## src/rtl/utp_pkg.sv

```systemverilog
// Shared types, character constants and the byte classifier for the UTF-8 preview filter.
// No dependencies; every other file of the block but utp_fifo refers to it by scoped names.
package utp_pkg;

  localparam int unsigned CNT_W = 17;

  localparam logic [7:0] CHAR_TAB   = 8'h09;
  localparam logic [7:0] CHAR_LF    = 8'h0A;
  localparam logic [7:0] CHAR_CR    = 8'h0D;
  localparam logic [7:0] CHAR_SPACE = 8'h20;
  localparam logic [7:0] CHAR_QMARK = 8'h3F;
  localparam logic [7:0] CHAR_DEL   = 8'h7F;
  localparam logic [7:0] CHAR_NUL   = 8'h00;

  localparam logic [20:0] CP_MIN2 = 21'h00080;
  localparam logic [20:0] CP_MIN3 = 21'h00800;
  localparam logic [20:0] CP_MIN4 = 21'h10000;
  localparam logic [20:0] CP_MAX  = 21'h10FFFF;
  localparam logic [20:0] SURR_LO = 21'h0D800;
  localparam logic [20:0] SURR_HI = 21'h0DFFF;

  localparam logic [CNT_W-1:0] CAP_RESET = 17'd128;

  typedef enum logic [2:0] {
    CLS_CTRL,
    CLS_WS,
    CLS_ASCII,
    CLS_LEAD2,
    CLS_LEAD3,
    CLS_LEAD4,
    CLS_STRAY
  } byte_class_e;

  // One input byte as it waits in the front queue.
  typedef struct packed {
    logic [7:0]  data;
    logic        last;
    byte_class_e cls;
  } item_t;

  // One byte waiting for examination inside the back engine.
  typedef struct packed {
    logic [7:0]  data;
    byte_class_e cls;
  } work_t;

  // One result on its way to the output queue.
  typedef struct packed {
    logic [7:0] data;
    logic       done;
  } result_t;

  function automatic byte_class_e classify(input logic [7:0] b);
    byte_class_e cls;
    if (b == CHAR_TAB || b == CHAR_LF || b == CHAR_CR || b == CHAR_SPACE) begin
      cls = CLS_WS;
    end else if (b < CHAR_SPACE || b == CHAR_DEL) begin
      cls = CLS_CTRL;
    end else if (b[7] == 1'b0) begin
      cls = CLS_ASCII;
    end else if (b[7:5] == 3'b110) begin
      cls = CLS_LEAD2;
    end else if (b[7:4] == 4'b1110) begin
      cls = CLS_LEAD3;
    end else if (b[7:3] == 5'b11110) begin
      cls = CLS_LEAD4;
    end else begin
      cls = CLS_STRAY;
    end
    return cls;
  endfunction

endpackage

```

## src/rtl/utp_fifo.sv

```systemverilog
// Small flop-based first-in first-out queue of generic width and depth.
// No dependencies on the package.
module utp_fifo #(
  parameter int unsigned WIDTH = 8,
  parameter int unsigned DEPTH = 4
) (
  input  logic             clk_i,
  input  logic             rst_ni,
  input  logic             push_i,
  input  logic [WIDTH-1:0] data_i,
  output logic             full_o,
  input  logic             pop_i,
  output logic [WIDTH-1:0] data_o,
  output logic             empty_o
);

  localparam int unsigned PtrW = (DEPTH > 1) ? $clog2(DEPTH) : 1;
  localparam int unsigned CntW = $clog2(DEPTH + 1);

  logic [WIDTH-1:0] mem_q [DEPTH];
  logic [PtrW-1:0]  wr_ptr_q, wr_ptr_d;
  logic [PtrW-1:0]  rd_ptr_q, rd_ptr_d;
  logic [CntW-1:0]  cnt_q, cnt_d;
  logic             do_push, do_pop;

  assign full_o  = (cnt_q == CntW'(DEPTH));
  assign empty_o = (cnt_q == '0);
  assign do_push = push_i && !full_o;
  assign do_pop  = pop_i && !empty_o;
  assign data_o  = mem_q[rd_ptr_q];

  always_comb begin
    wr_ptr_d = wr_ptr_q;
    rd_ptr_d = rd_ptr_q;
    cnt_d    = cnt_q;
    if (do_push) begin
      wr_ptr_d = (wr_ptr_q == PtrW'(DEPTH - 1)) ? '0 : wr_ptr_q + 1'b1;
    end
    if (do_pop) begin
      rd_ptr_d = (rd_ptr_q == PtrW'(DEPTH - 1)) ? '0 : rd_ptr_q + 1'b1;
    end
    if (do_push && !do_pop) begin
      cnt_d = cnt_q + 1'b1;
    end else if (do_pop && !do_push) begin
      cnt_d = cnt_q - 1'b1;
    end
  end

  always_ff @(posedge clk_i or negedge rst_ni) begin
    if (!rst_ni) begin
      wr_ptr_q <= '0;
      rd_ptr_q <= '0;
      cnt_q    <= '0;
    end else begin
      wr_ptr_q <= wr_ptr_d;
      rd_ptr_q <= rd_ptr_d;
      cnt_q    <= cnt_d;
    end
  end

  always_ff @(posedge clk_i) begin
    if (do_push) begin
      mem_q[wr_ptr_q] <= data_i;
    end
  end

endmodule

```

## src/rtl/utp_front.sv

```systemverilog
// Front end: accepts input bytes, classifies them and queues them for the back engine.
// Depends on utp_pkg and utp_fifo.
module utp_front #(
  parameter int unsigned DEPTH = 4
) (
  input  logic           clk_i,
  input  logic           rst_ni,
  input  logic           in_valid_i,
  output logic           in_ready_o,
  input  logic [7:0]     in_byte_i,
  input  logic           in_last_i,
  output logic           item_valid_o,
  output utp_pkg::item_t item_o,
  input  logic           item_pop_i
);

  utp_pkg::item_t                     wr_item;
  logic [$bits(utp_pkg::item_t)-1:0]  rd_vec;
  logic                               full, empty;

  // Classify on entry so the engine sees the byte kind straight from the queue.
  always_comb begin
    wr_item.data = in_byte_i;
    wr_item.last = in_last_i;
    wr_item.cls  = utp_pkg::classify(in_byte_i);
  end

  utp_fifo #(
    .WIDTH ($bits(utp_pkg::item_t)),
    .DEPTH (DEPTH)
  ) u_queue (
    .clk_i   (clk_i),
    .rst_ni  (rst_ni),
    .push_i  (in_valid_i),
    .data_i  (wr_item),
    .full_o  (full),
    .pop_i   (item_pop_i),
    .data_o  (rd_vec),
    .empty_o (empty)
  );

  assign in_ready_o   = !full;
  assign item_valid_o = !empty;
  assign item_o       = utp_pkg::item_t'(rd_vec);

endmodule

```

## src/rtl/utp_back.sv

```systemverilog
// Back engine: examines one byte and issues at most one result per cycle, holding while
// res_ready_i is low. Depends on utp_pkg; fed by utp_front, drains into the output queue.
module utp_back (
  input  logic                        clk_i,
  input  logic                        rst_ni,
  input  logic [utp_pkg::CNT_W-1:0]   budget_i,
  input  logic                        item_valid_i,
  input  utp_pkg::item_t              item_i,
  output logic                        item_pop_o,
  input  logic                        res_ready_i,
  output logic                        res_valid_o,
  output utp_pkg::result_t            res_o
);

  localparam int unsigned CW = utp_pkg::CNT_W;

  logic [CW-1:0]   emitted_q, emitted_d;
  logic            after_space_q, after_space_d;
  logic [7:0]      held_q [3];
  logic [7:0]      held_d [3];
  logic [2:0]      seq_len_q, seq_len_d;
  logic [1:0]      held_cnt_q, held_cnt_d;
  logic            finished_q, finished_d;
  logic            close_pend_q, close_pend_d;
  logic [7:0]      burst_q [3];
  logic [7:0]      burst_d [3];
  logic [1:0]      burst_n_q, burst_n_d;
  logic            active_q, active_d;
  logic            eod_q, eod_d;
  utp_pkg::work_t  wq_q [3];
  utp_pkg::work_t  wq_d [3];
  logic [1:0]      wn_q, wn_d;

  logic            retire, clear_item, pop, load;
  logic [7:0]      c;
  logic [CW-1:0]   emitted_inc;
  logic            inc_hits, ge_budget;
  logic [2:0]      len_new;
  logic            fits_new, fits_seq;
  logic [7:0]      s1, s2;
  logic            cont_ok, range_ok, seq_ok;
  logic [20:0]     cp;
  utp_pkg::work_t  h1_w, h2_w;

  assign c           = wq_q[0].data;
  assign emitted_inc = emitted_q + 1'b1;
  assign inc_hits    = ({1'b0, emitted_q} + 18'd1) >= {1'b0, budget_i};
  assign ge_budget   = emitted_q >= budget_i;

  always_comb begin
    case (wq_q[0].cls)
      utp_pkg::CLS_LEAD3: len_new = 3'd3;
      utp_pkg::CLS_LEAD4: len_new = 3'd4;
      default:            len_new = 3'd2;
    endcase
  end

  assign fits_new = ({1'b0, emitted_q} + 18'(len_new)) <= {1'b0, budget_i};
  assign fits_seq = ({1'b0, emitted_q} + 18'(seq_len_q)) <= {1'b0, budget_i};

  // Assemble the completed sequence: the current byte takes the place after the held ones.
  assign s1 = (seq_len_q == 3'd2) ? c : held_q[1];
  assign s2 = (seq_len_q == 3'd3) ? c : held_q[2];

  always_comb begin
    unique case (seq_len_q)
      3'd2: begin
        cont_ok  = (s1[7:6] == 2'b10);
        cp       = {10'd0, held_q[0][4:0], s1[5:0]};
        range_ok = cp >= utp_pkg::CP_MIN2;
      end
      3'd3: begin
        cont_ok  = (s1[7:6] == 2'b10) && (s2[7:6] == 2'b10);
        cp       = {5'd0, held_q[0][3:0], s1[5:0], s2[5:0]};
        range_ok = (cp >= utp_pkg::CP_MIN3) &&
                   !((cp >= utp_pkg::SURR_LO) && (cp <= utp_pkg::SURR_HI));
      end
      3'd4: begin
        cont_ok  = (s1[7:6] == 2'b10) && (s2[7:6] == 2'b10) && (c[7:6] == 2'b10);
        cp       = {held_q[0][2:0], s1[5:0], s2[5:0], c[5:0]};
        range_ok = (cp >= utp_pkg::CP_MIN4) && (cp <= utp_pkg::CP_MAX);
      end
      default: begin
        cont_ok  = 1'b0;
        cp       = '0;
        range_ok = 1'b0;
      end
    endcase
  end

  assign seq_ok = cont_ok && range_ok;

  always_comb begin
    h1_w.data = held_q[1];
    h1_w.cls  = utp_pkg::classify(held_q[1]);
    h2_w.data = held_q[2];
    h2_w.cls  = utp_pkg::classify(held_q[2]);
  end

  always_comb begin
    emitted_d     = emitted_q;
    after_space_d = after_space_q;
    held_d        = held_q;
    seq_len_d     = seq_len_q;
    held_cnt_d    = held_cnt_q;
    finished_d    = finished_q;
    close_pend_d  = close_pend_q;
    burst_d       = burst_q;
    burst_n_d     = burst_n_q;
    active_d      = active_q;
    eod_d         = eod_q;
    wq_d          = wq_q;
    wn_d          = wn_q;
    retire        = 1'b0;
    clear_item    = 1'b0;
    pop           = 1'b0;
    res_valid_o   = 1'b0;
    res_o.data    = utp_pkg::CHAR_NUL;
    res_o.done    = 1'b0;

    if (res_ready_i && active_q) begin
      if (close_pend_q) begin
        // terminator, then drop whatever is left of this item
        res_valid_o = 1'b1;
        res_o.done  = 1'b1;
        finished_d  = 1'b1;
        close_pend_d = 1'b0;
        retire      = 1'b1;
        clear_item  = eod_q;
      end else if (burst_n_q != 2'd0) begin
        res_valid_o  = 1'b1;
        res_o.data   = burst_q[0];
        emitted_d    = emitted_inc;
        close_pend_d = inc_hits;
        burst_d[0]   = burst_q[1];
        burst_d[1]   = burst_q[2];
        burst_n_d    = burst_n_q - 2'd1;
        if (burst_n_q == 2'd1 && !inc_hits && wn_q == 2'd0 && !eod_q) begin
          retire = 1'b1;
        end
      end else if (finished_q) begin
        retire     = 1'b1;
        clear_item = eod_q;
      end else if (wn_q != 2'd0) begin
        if (ge_budget) begin
          res_valid_o = 1'b1;
          res_o.done  = 1'b1;
          finished_d  = 1'b1;
          retire      = 1'b1;
          clear_item  = eod_q;
        end else if (seq_len_q != 3'd0) begin
          if (({1'b0, held_cnt_q} + 3'd1) < seq_len_q) begin
            held_d[held_cnt_q] = c;
            held_cnt_d         = held_cnt_q + 2'd1;
            pop                = 1'b1;
          end else begin
            seq_len_d     = 3'd0;
            held_cnt_d    = 2'd0;
            after_space_d = 1'b0;
            res_valid_o   = 1'b1;
            emitted_d     = emitted_inc;
            if (seq_ok && !fits_seq) begin
              res_o.data   = utp_pkg::CHAR_QMARK;
              close_pend_d = 1'b1;
              pop          = 1'b1;
            end else if (seq_ok) begin
              // lead goes out now, the rest follows from the burst register
              res_o.data   = held_q[0];
              close_pend_d = inc_hits;
              burst_d[0]   = s1;
              burst_d[1]   = s2;
              burst_d[2]   = c;
              burst_n_d    = 2'(seq_len_q - 3'd1);
              pop          = 1'b1;
            end else begin
              // replace the lead, then examine the bytes after it again
              res_o.data   = utp_pkg::CHAR_QMARK;
              close_pend_d = inc_hits;
              if (!inc_hits) begin
                case (seq_len_q)
                  3'd3: begin
                    wq_d[0] = h1_w;
                    wq_d[1] = wq_q[0];
                    wq_d[2] = wq_q[1];
                    wn_d    = wn_q + 2'd1;
                  end
                  3'd4: begin
                    wq_d[0] = h1_w;
                    wq_d[1] = h2_w;
                    wq_d[2] = wq_q[0];
                    wn_d    = wn_q + 2'd2;
                  end
                  default: begin
                  end
                endcase
              end
            end
          end
        end else begin
          pop = 1'b1;
          case (wq_q[0].cls)
            utp_pkg::CLS_WS: begin
              if (!after_space_q) begin
                after_space_d = 1'b1;
                res_valid_o   = 1'b1;
                res_o.data    = utp_pkg::CHAR_SPACE;
                emitted_d     = emitted_inc;
                close_pend_d  = inc_hits;
              end
            end
            utp_pkg::CLS_CTRL: begin
            end
            utp_pkg::CLS_ASCII: begin
              after_space_d = 1'b0;
              res_valid_o   = 1'b1;
              res_o.data    = c;
              emitted_d     = emitted_inc;
              close_pend_d  = inc_hits;
            end
            utp_pkg::CLS_LEAD2, utp_pkg::CLS_LEAD3, utp_pkg::CLS_LEAD4: begin
              if (!fits_new) begin
                res_valid_o  = 1'b1;
                res_o.data   = utp_pkg::CHAR_QMARK;
                emitted_d    = emitted_inc;
                close_pend_d = 1'b1;
              end else begin
                held_d[0]  = c;
                held_cnt_d = 2'd1;
                seq_len_d  = len_new;
              end
            end
            default: begin
              // stray byte: replace it, spacing state stays as it was
              res_valid_o  = 1'b1;
              res_o.data   = utp_pkg::CHAR_QMARK;
              emitted_d    = emitted_inc;
              close_pend_d = inc_hits;
            end
          endcase
        end
        if (pop) begin
          wq_d[0] = wq_q[1];
          wq_d[1] = wq_q[2];
          wn_d    = wn_q - 2'd1;
        end
        if (!close_pend_d && burst_n_d == 2'd0 && wn_d == 2'd0 && !eod_q) begin
          retire = 1'b1;
        end
      end else begin
        if (eod_q && seq_len_q != 3'd0) begin
          // sequence cut short by end of data
          res_valid_o  = 1'b1;
          res_o.data   = utp_pkg::CHAR_QMARK;
          emitted_d    = emitted_inc;
          seq_len_d    = 3'd0;
          close_pend_d = 1'b1;
        end else if (eod_q) begin
          res_valid_o = 1'b1;
          res_o.done  = 1'b1;
          retire      = 1'b1;
          clear_item  = 1'b1;
        end else begin
          retire = 1'b1;
        end
      end
    end

    if (clear_item) begin
      emitted_d     = '0;
      after_space_d = 1'b1;
      seq_len_d     = 3'd0;
      held_cnt_d    = 2'd0;
      finished_d    = 1'b0;
      close_pend_d  = 1'b0;
      burst_n_d     = 2'd0;
    end
    if (retire) begin
      active_d = 1'b0;
      wn_d     = 2'd0;
    end

    load = item_valid_i && (!active_q || retire);
    if (load) begin
      active_d     = 1'b1;
      eod_d        = item_i.last;
      wq_d[0].data = item_i.data;
      wq_d[0].cls  = item_i.cls;
      wn_d         = 2'd1;
    end
  end

  assign item_pop_o = load;

  always_ff @(posedge clk_i or negedge rst_ni) begin
    if (!rst_ni) begin
      emitted_q     <= '0;
      after_space_q <= 1'b1;
      seq_len_q     <= 3'd0;
      held_cnt_q    <= 2'd0;
      finished_q    <= 1'b0;
      close_pend_q  <= 1'b0;
      burst_n_q     <= 2'd0;
      active_q      <= 1'b0;
      eod_q         <= 1'b0;
      wn_q          <= 2'd0;
    end else begin
      emitted_q     <= emitted_d;
      after_space_q <= after_space_d;
      seq_len_q     <= seq_len_d;
      held_cnt_q    <= held_cnt_d;
      finished_q    <= finished_d;
      close_pend_q  <= close_pend_d;
      burst_n_q     <= burst_n_d;
      active_q      <= active_d;
      eod_q         <= eod_d;
      wn_q          <= wn_d;
    end
  end

  always_ff @(posedge clk_i) begin
    held_q  <= held_d;
    burst_q <= burst_d;
    wq_q    <= wq_d;
  end

endmodule

```

## src/rtl/utf8_text_preview_filter.sv

```systemverilog
// Top level of the UTF-8 text preview filter: config register, front queue, engine, output queue.
// Depends on utp_pkg, utp_fifo, utp_front and utp_back.
//
//  channel  | direction | handshake               | payload
//  ---------+-----------+-------------------------+-----------------------------------------
//  s_axis   | in        | s_axis_tvalid/tready    | tdata[7:0] in_byte, tlast end_of_data
//  m_axis   | out       | m_axis_tvalid/tready    | tdata[7:0] out_byte, tlast preview_done
//  cfg      | in        | cfg_we_i (no wait)      | cfg_wdata_i[16:0] preview_capacity
//
// Rate: the engine examines one byte and issues at most one result per cycle while the output
// queue has room, so printable ASCII, whitespace and control bytes run at one byte per cycle. A
// valid UTF-8 sequence is held until its last byte is collected, which issues the lead; the
// rest then issue from the burst register. A bad sequence has its lead replaced by a question
// mark and the bytes after the lead examined again. End of data closes an open preview.
// Reset: asynchronous, clears all control state at once; no clearing pass.
// Stalls: the output queue of OUT_DEPTH results absorbs bursts; when it is full the engine
// holds, and the front queue of FRONT_DEPTH bytes keeps accepting until it fills.
module utf8_text_preview_filter #(
  parameter int unsigned FRONT_DEPTH = 4,
  parameter int unsigned OUT_DEPTH   = 4
) (
  input  logic                      clk_i,
  input  logic                      rst_ni,
  // s_axis_tdata: [7:0] in_byte
  input  logic                      s_axis_tvalid,
  output logic                      s_axis_tready,
  input  logic [7:0]                s_axis_tdata,
  input  logic                      s_axis_tlast,
  // m_axis_tdata: [7:0] out_byte
  output logic                      m_axis_tvalid,
  input  logic                      m_axis_tready,
  output logic [7:0]                m_axis_tdata,
  output logic                      m_axis_tlast,
  input  logic                      cfg_we_i,
  input  logic [utp_pkg::CNT_W-1:0] cfg_wdata_i
);

  localparam int unsigned CW = utp_pkg::CNT_W;

  // Keep the text budget (capacity less the terminator) rather than the capacity itself.
  logic [CW-1:0]                        budget_q, budget_d;
  logic                                 item_valid, item_pop;
  utp_pkg::item_t                       item;
  logic                                 res_valid, out_full, out_empty;
  utp_pkg::result_t                     res;
  logic [$bits(utp_pkg::result_t)-1:0]  out_vec;
  utp_pkg::result_t                     out_res;

  always_comb begin
    budget_d = budget_q;
    if (cfg_we_i) begin
      // a capacity of zero acts as a capacity of one
      budget_d = (cfg_wdata_i == '0) ? '0 : cfg_wdata_i - 1'b1;
    end
  end

  always_ff @(posedge clk_i or negedge rst_ni) begin
    if (!rst_ni) begin
      budget_q <= utp_pkg::CAP_RESET - 1'b1;
    end else begin
      budget_q <= budget_d;
    end
  end

  // Accept and classify each transfer.
  utp_front #(
    .DEPTH (FRONT_DEPTH)
  ) u_front (
    .clk_i        (clk_i),
    .rst_ni       (rst_ni),
    .in_valid_i   (s_axis_tvalid),
    .in_ready_o   (s_axis_tready),
    .in_byte_i    (s_axis_tdata),
    .in_last_i    (s_axis_tlast),
    .item_valid_o (item_valid),
    .item_o       (item),
    .item_pop_i   (item_pop)
  );

  // Filter, validate and budget; advance only while the output queue has room.
  utp_back u_back (
    .clk_i        (clk_i),
    .rst_ni       (rst_ni),
    .budget_i     (budget_q),
    .item_valid_i (item_valid),
    .item_i       (item),
    .item_pop_o   (item_pop),
    .res_ready_i  (!out_full),
    .res_valid_o  (res_valid),
    .res_o        (res)
  );

  // Hold results until the downstream side takes them.
  utp_fifo #(
    .WIDTH ($bits(utp_pkg::result_t)),
    .DEPTH (OUT_DEPTH)
  ) u_out_queue (
    .clk_i   (clk_i),
    .rst_ni  (rst_ni),
    .push_i  (res_valid),
    .data_i  (res),
    .full_o  (out_full),
    .pop_i   (m_axis_tready),
    .data_o  (out_vec),
    .empty_o (out_empty)
  );

  assign out_res       = utp_pkg::result_t'(out_vec);
  assign m_axis_tvalid = !out_empty;
  assign m_axis_tdata  = out_res.data;
  assign m_axis_tlast  = out_res.done;

endmodule

```

## config.mk

```make
export PLATFORM = sky130hd
export DESIGN_NAME = utf8_text_preview_filter
export DESIGN_NICKNAME = d
export VERILOG_FILES = /design/src/rtl/utp_pkg.sv /design/src/rtl/utp_fifo.sv /design/src/rtl/utp_front.sv /design/src/rtl/utp_back.sv /design/src/rtl/utf8_text_preview_filter.sv
export SDC_FILE = /design/constraint.sdc
export NUM_CORES = 1
export LEC_CHECK = 0
export BUFFER_PORTS_ARGS = -buffer_cell sky130_fd_sc_hd__buf_2
export CORE_MARGIN = 3
export CORE_UTILIZATION = 47
export DETAILED_ROUTE_END_ITERATION = 10
export GPL_TIMING_DRIVEN = 0
export PLACE_DENSITY = 0.65
export SETUP_SLACK_MARGIN = 0.15
export SLEW_MARGIN = 20
export SYNTH_ARGS = -nofsm -noshare
export SYNTH_HDL_FRONTEND = slang
export SYNTH_SLANG_ARGS = --single-unit
```

## constraint.sdc

```tcl
create_clock -name clk_i -period 5.3 [get_ports clk_i]
set_input_delay 0 -clock clk_i [delete_from_list [all_inputs] [get_ports clk_i]]
set_output_delay 0 -clock clk_i [all_outputs]
set_load 0.01 [all_outputs]
```

==> run summary <==
RSZ-0062 raised after global routing - true
CP endpoint kind - flop
CTS buffer count - 25
Yosys warns - 0
Critical path required time - 5.74 ns
CP Data Arrival Time - 5.58 ns
Die Y - 177 µm
Most common cell after layout, fill and taps aside - edfxtp_1
Final setup TNS - 0 ns
Rel. slew slack - 0.382
Antenna viol nets, final - 0
DR iter-0 viols - 808
WL/cell - 19.4 µm
Number of I/O port buffers - 40
Cell Area, Synth - 13800 µm²
Syn Inst Count - 1248
Distinct cells, synth - 94
Top FF cell, synth - edfxtp_1
DR vias/cell - 5.76
Critical-path maximum fanout - 4
DP Worst Slack - -0.863 ns
Starting Density - 0.486
# IOs - 42
Clk_lat worst skew - 0.53 ns
H-tree lvl count - 1
EDFF count, synth - 165
Final WL - 34.7 mm
Max-slew violations - 0
First-pass GRT wire length - 55.1 mm
Die Footprint - 31400 µm²
Clk Tree Root Cell - clkbuf_16
Post-layout util - 0.572
CTS Buffer Depth - 3
ANT cells - 0
Top cell family by delay on the critical path - adder cells
Die width - 177 µm
Synth-to-layout area growth - 17.8%
DRC viols - 0
Dpl hpwl - 25.2 mm
GR Overflow Total - 0
Status - complete, no violations
Share of layout cells above drive strength 1 - 0.188
Total power - 9440 µW
Synthesized flop and latch total - 227
Final Hold Violating Endpoints - 0
Placer Congestion - 0.958
Clk sinks - 227
Worst-path cell chain - buf_6 > nand2b_4 > nor2_4 > ha_4 > fa_2 > maj3_2 > nand2_4 > or3_4 > xnor2_2 > ha_1 > nand2_2 > nor3_2 > a2111o_1 > a32oi_4 > a22oi_2 > o211a_4 > nor3_4 > a21oi_4 > buf_8 > ha_4 > fa_2 > xnor2_1 > nor2_1 > xor2_1
Final Cell Area - 16200 µm²
DP Area - 14500 µm²
Core area - 28300 µm²
Commonest non-fill, non-tap cells in the layout - edfxtp_1, nor2_1, ha_1, nand2_1, o21ai_0
Total vias in the final route - 10300
Number of fill cells - 2380
Syn_nets - 1380
Drt first pass iters - 6
Vias in the first global route - 9916
Final setup margin - 0.166 ns
Synth async-reset ratio - 0.273
Pwr dens - 583 nW/µm²
Number of max-cap violations - 0
Crit path largest cell delay - 0.49 ns
Worst Tran Pin Value - 0.919 ns
Critical Path Slowest Stage Cell - a2111o_1
Final setup viols - 0
Peak supply drop - 363 µV
Max frequency - 0.195 GHz
Post-synthesis sequential area ratio - 0.474
Nature of the critical path startpoint - flop
Leakage - 0.00656 µW
Layout Skew - 0.0131 ns
Tcrit/Tclk final - 0.969
Syn Area/Cell - 11.0 µm²
Row Count - 61
Initial antenna violation count - 0
CP Buf/Inv Count - 2
Class of the worst hold path - input port to flop
Largest net degree at the start of global routing - 35
Worst Path Class, Setup - flop to flop
Worst-path clk slew - 0.06 ns
Total Routing Usage GR - 0.221
Nets@finish - 1520
Fin crit period - 5.13 ns
CTS tree - done
[state kept, by name (all words and copies together), names as in the netlist, 2 cells and up]
| signal | flops |
|---|---|
| budget_q | 17 |
| u_back.burst_n_q | 2 |
| u_back.burst_q | 24 |
| u_back.c | 8 |
| u_back.emitted_q | 17 |
| u_back.h1_w | 8 |
| u_back.h2_w | 8 |
| u_back.held_cnt_q | 2 |
| u_back.held_q | 8 |
| u_back.seq_len_q | 3 |
| u_back.wn_q | 2 |
| u_back.wq_q | 25 |
| u_front.u_queue.cnt_q | 3 |
| u_front.u_queue.mem_q | 48 |
| u_front.u_queue.rd_ptr_q | 2 |
| u_front.u_queue.wr_ptr_q | 2 |
| u_out_queue.cnt_q | 3 |
| u_out_queue.mem_q | 36 |
| u_out_queue.rd_ptr_q | 2 |
| u_out_queue.wr_ptr_q | 2 |
[cells in the mapped netlist (29+ instances only)]
| cell type | count | area (µm²) |
|---|---|---|
| nand3_1 | 29 | 145 |
| nor2_1 | 104 | 390 |
| o21ai_0 | 69 | 345 |
| nor3_1 | 29 | 145 |
| ha_1 | 97 | 1210 |
| a21oi_1 | 68 | 340 |
| clkbuf_1 | 37 | 139 |
| inv_1 | 52 | 195 |
| dfrtp_1 | 54 | 1350 |
| edfxtp_1 | 165 | 4950 |
| nand2_1 | 93 | 349 |
| xor2_1 | 40 | 350 |
| xnor2_1 | 38 | 333 |
[power breakdown]
group / leakage [µW] / switching [µW] / internal, µW
Combinational: 0.00389 / 2750 / 1940
Clock: 0.000373 / 718 / 965
Sequential: 0.00230 / 363 / 2710
[per-layer routing]
layer / part of all wire / up-vias / GRT usage
met5: 0 / - / 0
met2: 0.45 / 330 / 0.342
met3: 0.066 / 50 / 0.0330
met4: 0.018 / 0 / 0.0380
li1: - / 4920 / -
met1: 0.47 / 4968 / 0.334
[cell families (layout without fill, tap and decap cells)]
logic type | count (synthesis) | count (layout) | synth area share
flops | 227 | 227 | 0.474
fa+ha+maj | 103 | 103 | 0.0956
simple gates | 385 | 385 | 0.142
xor+xnor | 78 | 78 | 0.0497
buf+inv | 112 | 270 | 0.0342
compound gates | 274 | 274 | 0.131
mux | 69 | 69 | 0.0733
[stage by stage]
step                      std cells  hold WS, ns
after global routing           1784       0.0617
final                          1784       0.0293
after floorplan                1248       -0.296
after global placement         1666        0.175
after detailed placement       1671      -0.0324
after CTS                      1769      0.00548
[path summary, 6_finish.rpt]
path | cells after the start | end | slack (ns) | from
max in group asynchronous | 3 | u_out_queue.rd_ptr_q[0]$_DFFE_PN0P_ | 4.76 | rst_ni
min in group asynchronous | 2 | budget_q[4]$_DFFE_PN1P_ | 0.04 | rst_ni
setup reg to reg | 24 | u_front.u_queue.cnt_q[2]$_DFFE_PN0P_ | 0.17 | u_back.wq_q[23]$_DFFE_PP_
setup / recovery | 24 | u_front.u_queue.cnt_q[2]$_DFFE_PN0P_ | 0.17 | u_back.wq_q[23]$_DFFE_PP_
hold reg to reg | 1 | u_out_queue.cnt_q[2]$_DFFE_PN0P_ | 0.50 | u_out_queue.cnt_q[2]$_DFFE_PN0P_
hold / removal | 2 | budget_q[1]$_DFFE_PN1P_ | 0.03 | cfg_we_i
[what timing repair did]
item | CTS | global route
endpoints found under the setup margin | 123 | 56
gates resized for setup | 29 | 43
setup buffers | 8 | 15
pin swaps | 10 | 25
endpoints found under the hold margin | 124 | 0
hold buffers | 45 | 0
[layout make-up]
| type | count | area (µm²) | area share |
|---|---|---|---|
| buffer | 59 | 282 | 0.0174 |
| clock buffer | 29 | 641 | 0.0395 |
| clock inverter | 16 | 143 | 0.00880 |
| inverter | 53 | 204 | 0.0126 |
| multi-input combinational | 909 | 7080 | 0.437 |
| sequential | 227 | 6520 | 0.402 |
| tap | 378 | 473 | 0.0292 |
| timing repair buffer | 113 | 870 | 0.0537 |
Note: power is estimated with default switching activity, not from simulation.
